### src/hdl/cga_tdc_pkg.sv
// ============================================================================
// cga_tdc_pkg
// Shared codes, constants and the palette for the text display controller.
// ============================================================================
package cga_tdc_pkg;

    // command codes
    localparam logic [3:0] CMD_MODE       = 4'd0;
    localparam logic [3:0] CMD_COLOUR     = 4'd1;
    localparam logic [3:0] CMD_CRTC_INDEX = 4'd2;
    localparam logic [3:0] CMD_CRTC_DATA  = 4'd3;
    localparam logic [3:0] CMD_STATUS     = 4'd4;
    localparam logic [3:0] CMD_HRT_ON     = 4'd5;
    localparam logic [3:0] CMD_HRT_OFF    = 4'd6;
    localparam logic [3:0] CMD_VRT_ON     = 4'd7;
    localparam logic [3:0] CMD_VRT_OFF    = 4'd8;
    localparam logic [3:0] CMD_FRAME      = 4'd9;
    localparam logic [3:0] CMD_CELL       = 4'd10;

    localparam logic [19:0] VIDEO_BASE    = 20'hB8000;
    localparam logic [7:0]  CURSOR_GLYPH  = 8'd219;
    localparam logic [3:0]  CURSOR_FG     = 4'hF;
    localparam logic [10:0] BLINK_PERIOD  = 11'd1000;
    localparam logic [9:0]  BLINK_ON      = 10'd500;
    localparam logic [6:0]  COLS_WIDE     = 7'd80;
    localparam logic [6:0]  COLS_NARROW   = 7'd40;
    localparam logic [6:0]  TEXT_ROWS     = 7'd25;
    localparam int          CRTC_LOC_HI   = 14;
    localparam int          CRTC_LOC_LO   = 15;
    localparam logic [7:0]  STAT_HRT      = 8'h01;
    localparam logic [7:0]  STAT_VRT      = 8'h08;

    // request to the cursor / blink divider
    typedef struct packed {
        logic        start;
        logic [15:0] loc;
        logic        eighty;
        logic [31:0] time_ms;
    } div_req_t;

    // divider results, held once done has pulsed
    typedef struct packed {
        logic        done;
        logic [15:0] quot;
        logic [6:0]  rem;
        logic [9:0]  tmod;
    } div_res_t;

    function automatic logic [23:0] palette_rgb(input logic [3:0] idx);
        logic [23:0] rgb;
        begin
            case (idx)
                4'd0:    rgb = 24'h000000;
                4'd1:    rgb = 24'h0000AA;
                4'd2:    rgb = 24'h00AA00;
                4'd3:    rgb = 24'h00AAAA;
                4'd4:    rgb = 24'hAA0000;
                4'd5:    rgb = 24'hAA00AA;
                4'd6:    rgb = 24'hAA5500;
                4'd7:    rgb = 24'hAAAAAA;
                4'd8:    rgb = 24'h555555;
                4'd9:    rgb = 24'h5555FF;
                4'd10:   rgb = 24'h55FF55;
                4'd11:   rgb = 24'h55FFFF;
                4'd12:   rgb = 24'hFF5555;
                4'd13:   rgb = 24'hFF55FF;
                4'd14:   rgb = 24'hFFFF55;
                default: rgb = 24'hFFFFFF;
            endcase
            return rgb;
        end
    endfunction

endpackage

### src/hdl/cga_tdc_if.sv
// ============================================================================
// cga_tdc_if
// Valid/ready channels: command requests in, result requests out.
// ============================================================================
interface cga_req_if;
    logic        valid;
    logic        ready;
    logic [3:0]  command;
    logic [7:0]  data;
    logic [4:0]  row;
    logic [6:0]  column;
    logic [7:0]  character;
    logic [7:0]  attribute;
    logic [31:0] time_ms;

    modport source (output valid, command, data, row, column, character, attribute,
                    time_ms, input ready);
    modport sink   (input valid, command, data, row, column, character, attribute,
                    time_ms, output ready);
endinterface

interface cga_res_if;
    logic        valid;
    logic        ready;
    logic [7:0]  read_data;
    logic [19:0] char_address;
    logic        draw;
    logic [7:0]  glyph;
    logic [3:0]  fg_color;
    logic [3:0]  bg_color;
    logic [23:0] color_rgb;
    logic [9:0]  pixel_x;
    logic [7:0]  pixel_y;

    modport source (output valid, read_data, char_address, draw, glyph, fg_color,
                    bg_color, color_rgb, pixel_x, pixel_y, input ready);
    modport sink   (input valid, read_data, char_address, draw, glyph, fg_color,
                    bg_color, color_rgb, pixel_x, pixel_y, output ready);
endinterface

### src/hdl/cga_tdc_crtc_ram.sv
// ============================================================================
// cga_tdc_crtc_ram
// CRTC register file: one write and one registered read port.
// Per-entry valid bits make unwritten entries read as zero after reset.
// ============================================================================
module cga_tdc_crtc_ram #(
    parameter int DEPTH = 32,
    parameter int AW    = 5
) (
    input  logic          clk,
    input  logic          rst_n,
    input  logic          wr_en,
    input  logic [AW-1:0] wr_addr,
    input  logic [7:0]    wr_data,
    input  logic          rd_en,
    input  logic [AW-1:0] rd_addr,
    output logic [7:0]    rd_data
);

    logic [7:0]       mem [DEPTH];
    logic [DEPTH-1:0] valid_reg;
    logic [7:0]       rd_data_reg;
    logic             rd_valid_reg;

    always_ff @(posedge clk)
    begin
        if (wr_en)
        begin
            mem[wr_addr] <= wr_data;
        end
        if (rd_en)
        begin
            rd_data_reg <= mem[rd_addr];
        end
    end

    always_ff @(posedge clk or negedge rst_n)
    begin
        if (!rst_n)
        begin
            valid_reg    <= '0;
            rd_valid_reg <= 1'b0;
        end
        else
        begin
            if (wr_en)
            begin
                valid_reg[wr_addr] <= 1'b1;
            end
            if (rd_en)
            begin
                rd_valid_reg <= valid_reg[rd_addr];
            end
        end
    end

    assign rd_data = rd_valid_reg ? rd_data_reg : 8'd0;

endmodule

### src/hdl/cga_tdc_div.sv
// ============================================================================
// cga_tdc_div
// Iterative unit: cursor location / column count (one bit a cycle) and
// time mod 1000 (two bits a cycle), both in the same pass.
// ============================================================================
module cga_tdc_div
    import cga_tdc_pkg::*;
(
    input  logic     clk,
    input  logic     rst_n,
    input  div_req_t req,
    output div_res_t res
);

    logic        busy_reg;
    logic        done_reg;
    logic [3:0]  cnt_reg;
    logic [15:0] loc_reg;
    logic [6:0]  rem_reg;
    logic [6:0]  cols_reg;
    logic [31:0] time_reg;
    logic [9:0]  tmod_reg;

    logic [7:0]  r8;
    logic        ge;
    logic [6:0]  rem_next;
    logic [15:0] loc_next;
    logic [10:0] t1;
    logic [9:0]  t1r;
    logic [10:0] t2;
    logic [9:0]  tmod_next;

    always_comb
    begin
        r8       = {rem_reg, loc_reg[15]};
        ge       = (r8 >= {1'b0, cols_reg});
        rem_next = ge ? 7'(r8 - {1'b0, cols_reg}) : r8[6:0];
        loc_next = {loc_reg[14:0], ge};

        t1        = {tmod_reg, time_reg[31]};
        t1r       = (t1 >= BLINK_PERIOD) ? 10'(t1 - BLINK_PERIOD) : t1[9:0];
        t2        = {t1r, time_reg[30]};
        tmod_next = (t2 >= BLINK_PERIOD) ? 10'(t2 - BLINK_PERIOD) : t2[9:0];
    end

    always_ff @(posedge clk or negedge rst_n)
    begin
        if (!rst_n)
        begin
            busy_reg <= 1'b0;
            done_reg <= 1'b0;
            cnt_reg  <= '0;
        end
        else
        begin
            done_reg <= 1'b0;
            if (req.start)
            begin
                busy_reg <= 1'b1;
                cnt_reg  <= '0;
            end
            else if (busy_reg)
            begin
                cnt_reg <= cnt_reg + 4'd1;
                if (cnt_reg == 4'd15)
                begin
                    busy_reg <= 1'b0;
                    done_reg <= 1'b1;
                end
            end
        end
    end

    always_ff @(posedge clk)
    begin
        if (req.start)
        begin
            loc_reg  <= req.loc;
            rem_reg  <= '0;
            cols_reg <= req.eighty ? COLS_WIDE : COLS_NARROW;
            time_reg <= req.time_ms;
            tmod_reg <= '0;
        end
        else if (busy_reg)
        begin
            loc_reg  <= loc_next;
            rem_reg  <= rem_next;
            time_reg <= {time_reg[29:0], 2'b00};
            tmod_reg <= tmod_next;
        end
    end

    assign res.done = done_reg;
    assign res.quot = loc_reg;
    assign res.rem  = rem_reg;
    assign res.tmod = tmod_reg;

endmodule

### src/hdl/cga_text_display_controller_core.sv
// ============================================================================
// cga_text_display_controller_core
// Colour text-mode display adapter: command decode and cell request builder.
// ============================================================================
// Usage notes:
//  - request (sink): one command per request; mode, colour, CRTC index/data,
//    status read, retrace set/clear, frame start and cell.
//  - result (source): exactly one result request per command, in order.
//  - One command in flight at a time. Register writes take effect at
//    acceptance. A cell result passes through the two reads of CRTC
//    registers 14/15 from the register RAM, the start of the iterative
//    divider, the divider run (cursor location / columns, time mod 1000),
//    a wait for it to finish and the load of the output register; a
//    non-cell result goes straight to that load.
//  - request.ready rises again on the edge that loads the result, so a
//    new request is taken only once the last result has been loaded.
//  - The result sits in an output register; a stalled receiver holds it,
//    and a finished command waits in its final state until the slot frees.
//  - Reset: 80 columns, text mode, all CRTC registers and status read zero.
// ============================================================================
module cga_text_display_controller_core
    import cga_tdc_pkg::*;
#(
    parameter int CRTC_REG_COUNT = 32
) (
    input  logic     clk,
    input  logic     rst_n,
    cga_req_if.sink   request,
    cga_res_if.source result
);

    localparam int AW = $clog2(CRTC_REG_COUNT);

    localparam logic [2:0] S_IDLE  = 3'd0;
    localparam logic [2:0] S_RD_HI = 3'd1;
    localparam logic [2:0] S_RD_LO = 3'd2;
    localparam logic [2:0] S_DIV   = 3'd3;
    localparam logic [2:0] S_WAIT  = 3'd4;
    localparam logic [2:0] S_DONE  = 3'd5;

    logic [2:0] state_reg, state_next;

    // adapter state
    logic       eighty_reg;
    logic       graphics_reg;
    logic       grey_reg;
    logic       hires_reg;
    logic [3:0] bg_index_reg;
    logic       intense_reg;
    logic       alt_pal_reg;
    logic [7:0] status_reg;
    logic [7:0] crtc_index_reg;

    // latched command
    logic [3:0]  cmd_reg;
    logic [4:0]  row_reg;
    logic [6:0]  col_reg;
    logic [7:0]  chr_reg;
    logic [7:0]  attr_reg;
    logic [31:0] time_reg;
    logic [7:0]  loc_hi_reg;

    // output register
    logic        out_valid_reg;
    logic [7:0]  read_data_reg;
    logic [19:0] char_address_reg;
    logic        draw_reg;
    logic [7:0]  glyph_reg;
    logic [3:0]  fg_reg;
    logic [3:0]  bg_reg;
    logic [23:0] rgb_reg;
    logic [9:0]  px_reg;
    logic [7:0]  py_reg;

    logic          accept;
    logic          slot_free;
    logic          load_out;
    logic          ram_wr_en;
    logic          ram_rd_en;
    logic [AW-1:0] ram_rd_addr;
    logic [7:0]    ram_rd_data;
    div_req_t      div_req;
    div_res_t      div_res;

    // result computation
    logic [6:0]  cols;
    logic [19:0] row_off;
    logic        cursor;
    logic [7:0]  glyph_sel;
    logic [7:0]  attr_sel;
    logic        draw;
    logic [7:0]  read_data_next;
    logic [19:0] char_address_next;
    logic        draw_next;
    logic [7:0]  glyph_next;
    logic [3:0]  fg_next;
    logic [3:0]  bg_next;
    logic [23:0] rgb_next;
    logic [9:0]  px_next;
    logic [7:0]  py_next;

    assign request.ready = (state_reg == S_IDLE);
    assign accept        = request.valid && request.ready;
    assign slot_free     = !out_valid_reg || result.ready;
    assign load_out      = (state_reg == S_DONE) && slot_free;

    // index beyond the register file: write dropped
    assign ram_wr_en = accept && (request.command == CMD_CRTC_DATA) &&
                       ({1'b0, crtc_index_reg} < 9'(CRTC_REG_COUNT));
    assign ram_rd_en   = (state_reg == S_RD_HI) || (state_reg == S_RD_LO);
    assign ram_rd_addr = (state_reg == S_RD_HI) ? AW'(CRTC_LOC_HI) : AW'(CRTC_LOC_LO);

    cga_tdc_crtc_ram #(
        .DEPTH (CRTC_REG_COUNT),
        .AW    (AW)
    ) u_ram (
        .clk     (clk),
        .rst_n   (rst_n),
        .wr_en   (ram_wr_en),
        .wr_addr (crtc_index_reg[AW-1:0]),
        .wr_data (request.data),
        .rd_en   (ram_rd_en),
        .rd_addr (ram_rd_addr),
        .rd_data (ram_rd_data)
    );

    assign div_req.start   = (state_reg == S_DIV);
    assign div_req.loc     = {loc_hi_reg, ram_rd_data};
    assign div_req.eighty  = eighty_reg;
    assign div_req.time_ms = time_reg;

    cga_tdc_div u_div (
        .clk   (clk),
        .rst_n (rst_n),
        .req   (div_req),
        .res   (div_res)
    );

    always_comb
    begin
        state_next = state_reg;
        case (state_reg)
            S_IDLE:
            begin
                if (accept)
                begin
                    state_next = (request.command == CMD_CELL) ? S_RD_HI : S_DONE;
                end
            end
            S_RD_HI: state_next = S_RD_LO;
            S_RD_LO: state_next = S_DIV;
            S_DIV:   state_next = S_WAIT;
            S_WAIT:
            begin
                if (div_res.done)
                begin
                    state_next = S_DONE;
                end
            end
            S_DONE:
            begin
                if (slot_free)
                begin
                    state_next = S_IDLE;
                end
            end
            default: state_next = S_IDLE;
        endcase
    end

    // result of the latched command
    always_comb
    begin
        cols    = eighty_reg ? COLS_WIDE : COLS_NARROW;
        row_off = eighty_reg ? (20'({row_reg, 7'd0}) + 20'({row_reg, 5'd0}))
                             : (20'({row_reg, 6'd0}) + 20'({row_reg, 4'd0}));
        cursor  = (div_res.quot == {11'd0, row_reg}) && (div_res.rem == col_reg) &&
                  (div_res.tmod > BLINK_ON);
        glyph_sel = cursor ? CURSOR_GLYPH : chr_reg;
        attr_sel  = cursor ? {attr_reg[7:4], CURSOR_FG} : attr_reg;
        draw      = !graphics_reg && (col_reg < cols) &&
                    ({2'b00, row_reg} < TEXT_ROWS) && (glyph_sel != 8'd0);

        read_data_next    = '0;
        char_address_next = '0;
        draw_next         = 1'b0;
        glyph_next        = '0;
        fg_next           = '0;
        bg_next           = '0;
        rgb_next          = '0;
        px_next           = '0;
        py_next           = '0;
        case (cmd_reg)
            CMD_STATUS: read_data_next = status_reg;
            CMD_FRAME:  rgb_next = graphics_reg ? palette_rgb(bg_index_reg) : 24'd0;
            CMD_CELL:
            begin
                char_address_next = VIDEO_BASE + row_off + 20'({col_reg, 1'b0});
                px_next           = {col_reg, 3'b000};
                py_next           = {row_reg, 3'b000};
                if (draw)
                begin
                    draw_next  = 1'b1;
                    glyph_next = glyph_sel;
                    fg_next    = attr_sel[3:0];
                    bg_next    = attr_sel[7:4];
                    rgb_next   = palette_rgb(attr_sel[7:4]);
                end
            end
            default: ;
        endcase
    end

    // control and adapter state; register writes land at acceptance
    always_ff @(posedge clk or negedge rst_n)
    begin
        if (!rst_n)
        begin
            state_reg      <= S_IDLE;
            eighty_reg     <= 1'b1;
            graphics_reg   <= 1'b0;
            grey_reg       <= 1'b0;
            hires_reg      <= 1'b0;
            bg_index_reg   <= '0;
            intense_reg    <= 1'b0;
            alt_pal_reg    <= 1'b0;
            status_reg     <= '0;
            crtc_index_reg <= '0;
            out_valid_reg  <= 1'b0;
        end
        else
        begin
            state_reg <= state_next;
            if (load_out)
            begin
                out_valid_reg <= 1'b1;
            end
            else if (result.ready)
            begin
                out_valid_reg <= 1'b0;
            end
            if (accept)
            begin
                case (request.command)
                    CMD_MODE:
                    begin
                        eighty_reg   <= request.data[0];
                        graphics_reg <= request.data[1];
                        grey_reg     <= request.data[2];
                        hires_reg    <= request.data[4];
                    end
                    CMD_COLOUR:
                    begin
                        bg_index_reg <= request.data[3:0];
                        intense_reg  <= request.data[4];
                        alt_pal_reg  <= request.data[5];
                    end
                    CMD_CRTC_INDEX: crtc_index_reg <= request.data;
                    CMD_HRT_ON:     status_reg <= status_reg | STAT_HRT;
                    CMD_HRT_OFF:    status_reg <= status_reg & ~STAT_HRT;
                    CMD_VRT_ON:     status_reg <= status_reg | STAT_VRT;
                    CMD_VRT_OFF:    status_reg <= status_reg & ~STAT_VRT;
                    default: ;
                endcase
            end
        end
    end

    // payload registers
    always_ff @(posedge clk)
    begin
        if (accept)
        begin
            cmd_reg  <= request.command;
            row_reg  <= request.row;
            col_reg  <= request.column;
            chr_reg  <= request.character;
            attr_reg <= request.attribute;
            time_reg <= request.time_ms;
        end
        if (state_reg == S_RD_LO)
        begin
            loc_hi_reg <= ram_rd_data;
        end
        if (load_out)
        begin
            read_data_reg    <= read_data_next;
            char_address_reg <= char_address_next;
            draw_reg         <= draw_next;
            glyph_reg        <= glyph_next;
            fg_reg           <= fg_next;
            bg_reg           <= bg_next;
            // greyscale, high-res and palette bits are stored only
            rgb_reg          <= rgb_next | {24{grey_reg & hires_reg & intense_reg &
                                               alt_pal_reg & 1'b0}};
            px_reg           <= px_next;
            py_reg           <= py_next;
        end
    end

    assign result.valid        = out_valid_reg;
    assign result.read_data    = read_data_reg;
    assign result.char_address = char_address_reg;
    assign result.draw         = draw_reg;
    assign result.glyph        = glyph_reg;
    assign result.fg_color     = fg_reg;
    assign result.bg_color     = bg_reg;
    assign result.color_rgb    = rgb_reg;
    assign result.pixel_x      = px_reg;
    assign result.pixel_y      = py_reg;

endmodule

### src/flat_wrapper.sv
// flat-port wrapper written by rule: the top's interface ports become plain ports
module cga_text_display_controller_core_flat import cga_tdc_pkg::*;
#(
    parameter int CRTC_REG_COUNT = 32
)
  (clk, rst_n, request_valid, request_command, request_data, request_row, request_column, request_character, request_attribute, request_time_ms, request_ready, result_valid, result_read_data, result_char_address, result_draw, result_glyph, result_fg_color, result_bg_color, result_color_rgb, result_pixel_x, result_pixel_y, result_ready);
  cga_req_if request_i ();
  cga_res_if result_i ();
  input  logic clk;
  input  logic rst_n;
  input wire logic [$bits(request_i.valid)-1:0] request_valid;
  input wire logic [$bits(request_i.command)-1:0] request_command;
  input wire logic [$bits(request_i.data)-1:0] request_data;
  input wire logic [$bits(request_i.row)-1:0] request_row;
  input wire logic [$bits(request_i.column)-1:0] request_column;
  input wire logic [$bits(request_i.character)-1:0] request_character;
  input wire logic [$bits(request_i.attribute)-1:0] request_attribute;
  input wire logic [$bits(request_i.time_ms)-1:0] request_time_ms;
  output wire logic [$bits(request_i.ready)-1:0] request_ready;
  output wire logic [$bits(result_i.valid)-1:0] result_valid;
  output wire logic [$bits(result_i.read_data)-1:0] result_read_data;
  output wire logic [$bits(result_i.char_address)-1:0] result_char_address;
  output wire logic [$bits(result_i.draw)-1:0] result_draw;
  output wire logic [$bits(result_i.glyph)-1:0] result_glyph;
  output wire logic [$bits(result_i.fg_color)-1:0] result_fg_color;
  output wire logic [$bits(result_i.bg_color)-1:0] result_bg_color;
  output wire logic [$bits(result_i.color_rgb)-1:0] result_color_rgb;
  output wire logic [$bits(result_i.pixel_x)-1:0] result_pixel_x;
  output wire logic [$bits(result_i.pixel_y)-1:0] result_pixel_y;
  input wire logic [$bits(result_i.ready)-1:0] result_ready;
  assign request_i.valid = request_valid;
  assign request_i.command = request_command;
  assign request_i.data = request_data;
  assign request_i.row = request_row;
  assign request_i.column = request_column;
  assign request_i.character = request_character;
  assign request_i.attribute = request_attribute;
  assign request_i.time_ms = request_time_ms;
  assign request_ready = request_i.ready;
  assign result_valid = result_i.valid;
  assign result_read_data = result_i.read_data;
  assign result_char_address = result_i.char_address;
  assign result_draw = result_i.draw;
  assign result_glyph = result_i.glyph;
  assign result_fg_color = result_i.fg_color;
  assign result_bg_color = result_i.bg_color;
  assign result_color_rgb = result_i.color_rgb;
  assign result_pixel_x = result_i.pixel_x;
  assign result_pixel_y = result_i.pixel_y;
  assign result_i.ready = result_ready;
  cga_text_display_controller_core #(.CRTC_REG_COUNT(CRTC_REG_COUNT)) u_core (.clk(clk), .rst_n(rst_n), .request(request_i), .result(result_i));
endmodule
### config.mk
export PLATFORM = sky130hd
export DESIGN_NAME = cga_text_display_controller_core_flat
export DESIGN_NICKNAME = d
export VERILOG_FILES = /design/src/hdl/cga_tdc_pkg.sv /design/src/hdl/cga_tdc_if.sv /design/src/hdl/cga_tdc_crtc_ram.sv /design/src/hdl/cga_tdc_div.sv /design/src/hdl/cga_text_display_controller_core.sv /design/src/flat_wrapper.sv
export SDC_FILE = /design/constraint.sdc
export NUM_CORES = 1
export LEC_CHECK = 0
export BUFFER_PORTS_ARGS = -buffer_cell sky130_fd_sc_hd__buf_2
export CAP_MARGIN = 25
export CELL_PAD_IN_SITES_DETAIL_PLACEMENT = 2
export CELL_PAD_IN_SITES_GLOBAL_PLACEMENT = 2
export CORE_UTILIZATION = 41
export CTS_CLUSTER_SIZE = 8
export DETAILED_ROUTE_END_ITERATION = 7
export PLACE_DENSITY_LB_ADDON = 0.1
export SKIP_LAST_GASP = 1
export SYNTH_ARGS = -nofsm -noshare
export SYNTH_HDL_FRONTEND = slang
export SYNTH_SLANG_ARGS = --single-unit
### constraint.sdc
create_clock -name clk -period 9.3 [get_ports clk]
set_input_delay 0 -clock clk [delete_from_list [all_inputs] [get_ports clk]]
set_output_delay 0 -clock clk [all_outputs]
set_load 0.01 [all_outputs]
==> run summary, run 1 <==
FILL cells - 2456
number of synthesized flops with an enable pin - 193
worst slew pin tran - 0.835 ns
PortBufs - 149
nets - 1167
Global Route Usage Sum - 23.8%
Antenna Nets Post-Route - 0
predominant post-synthesis flop cell - edfxtp_1
First DRT Iteration DRCs - 308
Final Skew - 0.0232 ns
synthesized instance count - 851
crit path kind - reg2reg
Yosys top cell area share - 54.4%
Worst slew margin - 44.2%
Root Buffer - clkbuf_16
top-count cell post-synth - edfxtp_1
GRT Residual Overflow - 0
H-tree depth - 2
Worst-Skew Late Latency - 0.52 ns
CTS Buffer Depth - 3
fin. max-slew vios - 0
first-pass GRT wire length - 48.1 mm
PwrDens - 183 nW/µm²
P_leak - 5.05 nW
Reg area - 6960 µm²
Synthesis Warnings - 0
die area - 26600 µm²
CP required - 9.54 ns
number of global-route vias before repair - 8357
Detailed Route WL - 30.6 mm
DRC viols - 0
detailed placer's ending HPWL - 18.1 mm
async set or reset register ratio after synthesis - 11.9%
maximum vdd drop - 0.000146 V
leading area contributor after synthesis - edfxtp_1
setup TNS - 0 ns
TritonCTS clock tree - built
chip width - 163 µm
PnR Total Power - 2.45 mW
Final period util - 34.7%
max-cap violation count - 0
Placer Congestion - 0.796
pin count of the biggest net entering global routing - 74
initial core utilization - 42.1%
RSZ-0062 raised after global routing - false
area of the core - 25300 µm²
PostCTS Resize Cnt - 0
placement row count - 58
CTS clk-pin slew, worst paths - 0.05 ns
Startpoint Class - flip-flop
initial antenna violation count - 2
Vias - 7410
Synth Area per Inst - 12.5 µm²
clock sink count - 244
Tmin final - 3.23 ns
worst min-delay path category - in2async
proportion of layout cells with a drive suffix above 1 - 22.0%
status - completed
WL per Instance - 21.4 µm
final hold vios - 0
synth cell count leaders - 193 x edfxtp_1, 161 x nand2_1, 42 x buf_4, 42 x nor2_1, 31 x o21ai_0
post-synth cell types - 74
hold_buf cts - 76
Worst setup EP type - flip-flop
worst-path fanout max - 15
multi-input logic area - 3240 µm²
register area share after synthesis - 65.3%
die height - 163 µm
first-pass detailed-route iteration total - 4
post-DR vias/cell - 5.18
fmax - 310 MHz
I/O Pins - 165
area delta synth->final - 25.8%
Synth Cell Area - 10700 µm²
Yosys reg bits - 244
Post-CTS Setup Inserts - 0
CTS Buf Count - 36
top post-synthesis cells by area - edfxtp_1 54%, dfrtp_1 6.6%, nand2_1 5.7%, dfxtp_1 4.1%, buf_4 3.0%
Setup-failing EPs final - 0
Arr. time, crit path - 3.47 ns
[metal layers]
layer / up-vias / share of wire [%] / track usage (%)
li1: 3441 / - / -
met1: 3752 / 41 / 28.5
met2: 159 / 53 / 43.2
met3: 58 / 2.9 / 3.28
met4: 0 / 2.6 / 8.50
met5: - / 0 / 0
[worst max-delay path, cell delays in order, from the launching register on]
cell and delay, ns:
dfstp_2 0.70, inv_2 0.18, a21boi_0 0.41, inv_1 0.10
ha_1 0.31, a21o_1 0.18, a21oi_1 0.27, nor2b_1 0.07
o21ai_0 0.38, nor2_1 0.12, xor2_1 0.15, a21oi_1 0.08
[per-stage QoR]
stage / area (µm²) / hold slack, ns / worst slack [ns] / instances / utilization, %
global placement: 11500 / 0.116 / 6.31 / 1282 / 45.4
finish: 13400 / 0.151 / 6.07 / 1430 / 52.9
floorplan: 10700 / -0.296 / 5.68 / 866 / -
detailed placement: 11600 / 0.116 / 6.10 / 1284 / 45.6
CTS: 13400 / 0.112 / 6.06 / 1426 / 52.8
global route: 13400 / 0.179 / 5.83 / 1430 / 52.9
[kinds of logic after synthesis]
| logic type | after synthesis | synth area share (%) |
|---|---|---|
| AO/OA/AOI/OAI | 116 | 7.23 |
| XOR/XNOR | 25 | 2.05 |
| adder cells (fa/ha/maj) | 21 | 2.68 |
| buffers and inverters | 95 | 4.90 |
| flip-flops | 244 | 65.3 |
| multiplexers | 38 | 3.82 |
| other | 1 | 0.0352 |
| AND/OR/NAND/NOR | 311 | 13.9 |
[layout make-up]
type / count / area share (%)
Antenna cell: 2 / 0.0373
Clock buffer: 62 / 7.52
Clock inverter: 4 / 0.383
Inverter: 26 / 0.728
Multi-Input combinational cell: 527 / 24.2
Sequential cell: 244 / 51.9
Tap cell: 330 / 3.08
Timing Repair Buffer: 235 / 12.2
[power breakdown]
part	switching [mW]	internal [mW]	total (mW)
registers	0.0000000000000000111	1.17	1.17
logic	0.0217	0.0321	0.0538
clock network	0.489	0.738	1.23
[final timing paths]
| kind | startpoint | to | slack [ns] | cells past startpoint |
|---|---|---|---|---|
| hold / removal | rst_n | u_core.state_reg[2] | 0.15 | 2 |
| max in group asynchronous | rst_n | u_core.u_div.cnt_reg[2] | 8.64 | 2 |
| setup reg to reg | u_core.eighty_reg | u_core.result.char_address[11] | 6.07 | 11 |
| min in group clk | request_time_ms[18] | u_core.time_reg[18] | 0.19 | 2 |
| setup / recovery | u_core.eighty_reg | u_core.result.char_address[11] | 6.07 | 11 |
| hold reg to reg | u_core.u_ram.valid_reg[15] | u_core.u_ram.valid_reg[15] | 0.46 | 1 |
[placed cells by master, fill, tap and decap left out, drive strengths merged, types with 10 or more instances in the layout]
cell,instances
a21oi,24
a31oi,10
and2,27
buf,158
clkbuf,63
conb,16
dfrtp,28
dfxtp,22
dlygate4sd3,76
edfxtp,193
ha,18
inv,28
mux2,21
mux2i,17
nand2,161
nor2,43
nor2b,12
nor3,11
o21a,12
o21ai,31
xor2,16
(Power assumes the default switching activity.)
==> run 2: changes to the inputs <==
- ABC_AREA: default -> 1
- CORE_UTILIZATION: 41 -> 37
- clock period: 9.3 -> 3.3 ns (I/O delays scaled with it)
==> run summary, run 2 <==
status - completed
Synth Area per Inst - 10.8 µm²
register area share after synthesis - 63.9%
commonest non-fill, non-tap cell in the layout - nand2_1
PwrDens - 505 nW/µm²
detailed placer's ending HPWL - 19.4 mm
Startpoint Class - flip-flop
placed cell count - 1504
First DRT Iteration DRCs - 315
Synthesis Warnings - 0
synthesized instance count - 1006
Yosys reg bits - 244
predominant post-synthesis flop cell - edfxtp_1
leading area contributor after synthesis - edfxtp_1
final hold vios - 0
top-count cell post-synth - nand2_1
max-cap violation count - 0
Worst-Skew Late Latency - 0.52 ns
Antenna Cells - 0
TritonCTS clock tree - built
clock sink count - 244
RR Endpoint - u_core.result.char_address[11]
Placer Congestion - 0.752
fmax - 342 MHz
CTS Buffer Depth - 3
first-pass detailed-route iteration total - 4
CTS clk-pin slew, worst paths - 0.05 ns
worst slew pin tran - 1.04 ns
most frequent cells in the layout - 255 x nand2_1, 193 x edfxtp_1, 149 x buf_2, 114 x inv_1, 75 x dlygate4sd3_1
synth cell count leaders - 255 x nand2_1, 193 x edfxtp_1, 116 x inv_1
async set or reset register ratio after synthesis - 11.9%
crit path launch - u_core.eighty_reg
cells on worst reg2reg path - 12
placement row count - 62
Critical Path End - u_core.result.char_address[11]
post-synth cell types - 58
DRC viols - 0
nets - 1331
post-DR vias/cell - 4.79
chip width - 174 µm
I/O Pins - 165
r2r setup slk - 0.38 ns
FILL cells - 3036
P_leak - 5.74 nW
PortBufs - 149
worst min-delay path category - in2async
Setup-failing EPs final - 0
proportion of layout cells with a drive suffix above 1 - 21.4%
Yosys top cell area share - 53.1%
CTS Buf Count - 36
die height - 174 µm
PostCTS Resize Cnt - 0
number of global-route vias before repair - 8785
FF-to-FF Start - u_core.eighty_reg
Detailed Route WL - 30.8 mm
setup TNS - 0 ns
Root Buffer - clkbuf_16
initial core utilization - 37.8%
crit path kind - reg2reg
GRT Residual Overflow - 0
Vias - 7855
pin count of the biggest net entering global routing - 70
H-tree depth - 2
Tmin final - 2.92 ns
worst-path fanout max - 11
Worst setup EP type - flip-flop
CP required - 3.65 ns
Antenna Nets Post-Route - 0
first-pass GRT wire length - 48.3 mm
initial antenna violation count - 0
Synth Cell Area - 10900 µm²
Global Route Usage Sum - 20.5%
Arr. time, crit path - 3.27 ns
Worst slew margin - 30.9%
number of synthesized flops with an enable pin - 193
top post-synthesis cells by area - edfxtp_1 53%, nand2_1 8.8%, dfrtp_1 6.4%, dfxtp_1 4.0%, inv_1 4.0%
fin. max-slew vios - 0
area delta synth->final - 25.7%
Final Skew - 0.0299 ns
die area - 30200 µm²
maximum vdd drop - 0.000334 V
Non-Filler Instances - 1639
RSZ-0062 raised after global routing - false
Final period util - 88.5%
WL per Instance - 18.8 µm
area of the core - 28900 µm²
-- run 2: cell types whose count changed after synthesis, moves of 10 or more --
cell / delta
nand2_2: +11
nor2_1: +26
and2_1: -25
o21a_1: -10
inv_1: +92
nor2b_1: -12
mux2i_1: -16
nand2_1: +94
mux2_2: -19
nand3_1: +19
o21ai_0: +19
nor2_2: +10
-- run 2: critical path, stage by stage, from the launching register on --
cell and delay, ns:
dfstp_2 0.52, clkinv_1 0.27, o21ai_0 0.34, ha_1 0.33, nand2_1 0.08, nor2_1 0.04, a211oi_1 0.34, nor2_1 0.08
o21ai_0 0.34, nor2_1 0.09, nand2_1 0.08, o21ai_0 0.08, a21oi_1 0.17
-- run 2: per-layer routing --
layer	part of all wire [%]	global-route usage [%]
met1	41	24.2
met2	53	38.2
met3	2.7	2.94
met4	2.6	6.25
met5	0	0
-- run 2: area by class of cell --
| class | instances | area [µm²] | area share [%] |
|---|---|---|---|
| clock buffers | 57 | 1020 | 7.46 |
| multi-input cells | 587 | 3130 | 22.8 |
| repair buffers | 235 | 1600 | 11.7 |
| flip-flops and latches | 244 | 6960 | 50.8 |
| clock inverters | 2 | 21.3 | 0.155 |
| well taps | 384 | 480 | 3.50 |
| inverters | 130 | 490 | 3.58 |
-- run 2: through the flow --
step	utilization [%]	hold slack, ns	area (µm²)	setup slack, ns	power (mW)
floorplan	-	-0.296	11000	0.120	3.39
global placement	41.2	0.115	11900	0.660	3.45
detailed placement	41.2	0.120	11900	0.375	3.45
CTS	47.4	0.112	13700	0.332	6.99
global route	47.5	0.155	13700	0.0564	7.14
finish	47.5	0.110	13700	0.379	6.92
-- run 2: power by group --
group | internal [mW] | switching (mW)
Combinational | 0.0939 | 0.0682
Sequential | 3.30 | 0.00141
Clock | 2.11 | 1.35
Total | 5.50 | 1.42
-- run 2: logic make-up after synthesis --
group	after synthesis	synth area share (%)
compound gates	103	5.45
xor+xnor	16	1.29
fa+ha+maj	21	2.62
buf+inv	190	8.10
flops	244	63.9
mux	4	0.402
other cells	1	0.0344
simple gates	427	18.3
-- run 2: worst min-delay path by stage --
stage / from / to / cells after the start
floorplan: rst_n / u_core.bg_index_reg[0] / 0
global placement: rst_n / u_core.crtc_index_reg[3] / 1
detailed placement: rst_n / u_core.crtc_index_reg[3] / 1
CTS: rst_n / u_core.status_reg[0] / 2
global route: rst_n / u_core.crtc_index_reg[5] / 2
finish: rst_n / u_core.crtc_index_reg[5] / 2
-- run 2: repair_timing --
| item | CTS | global route |
|---|---|---|
| hold endpoints to repair | 132 | 0 |
| hold buffers | 75 | 0 |
| setup buffers | 0 | 0 |
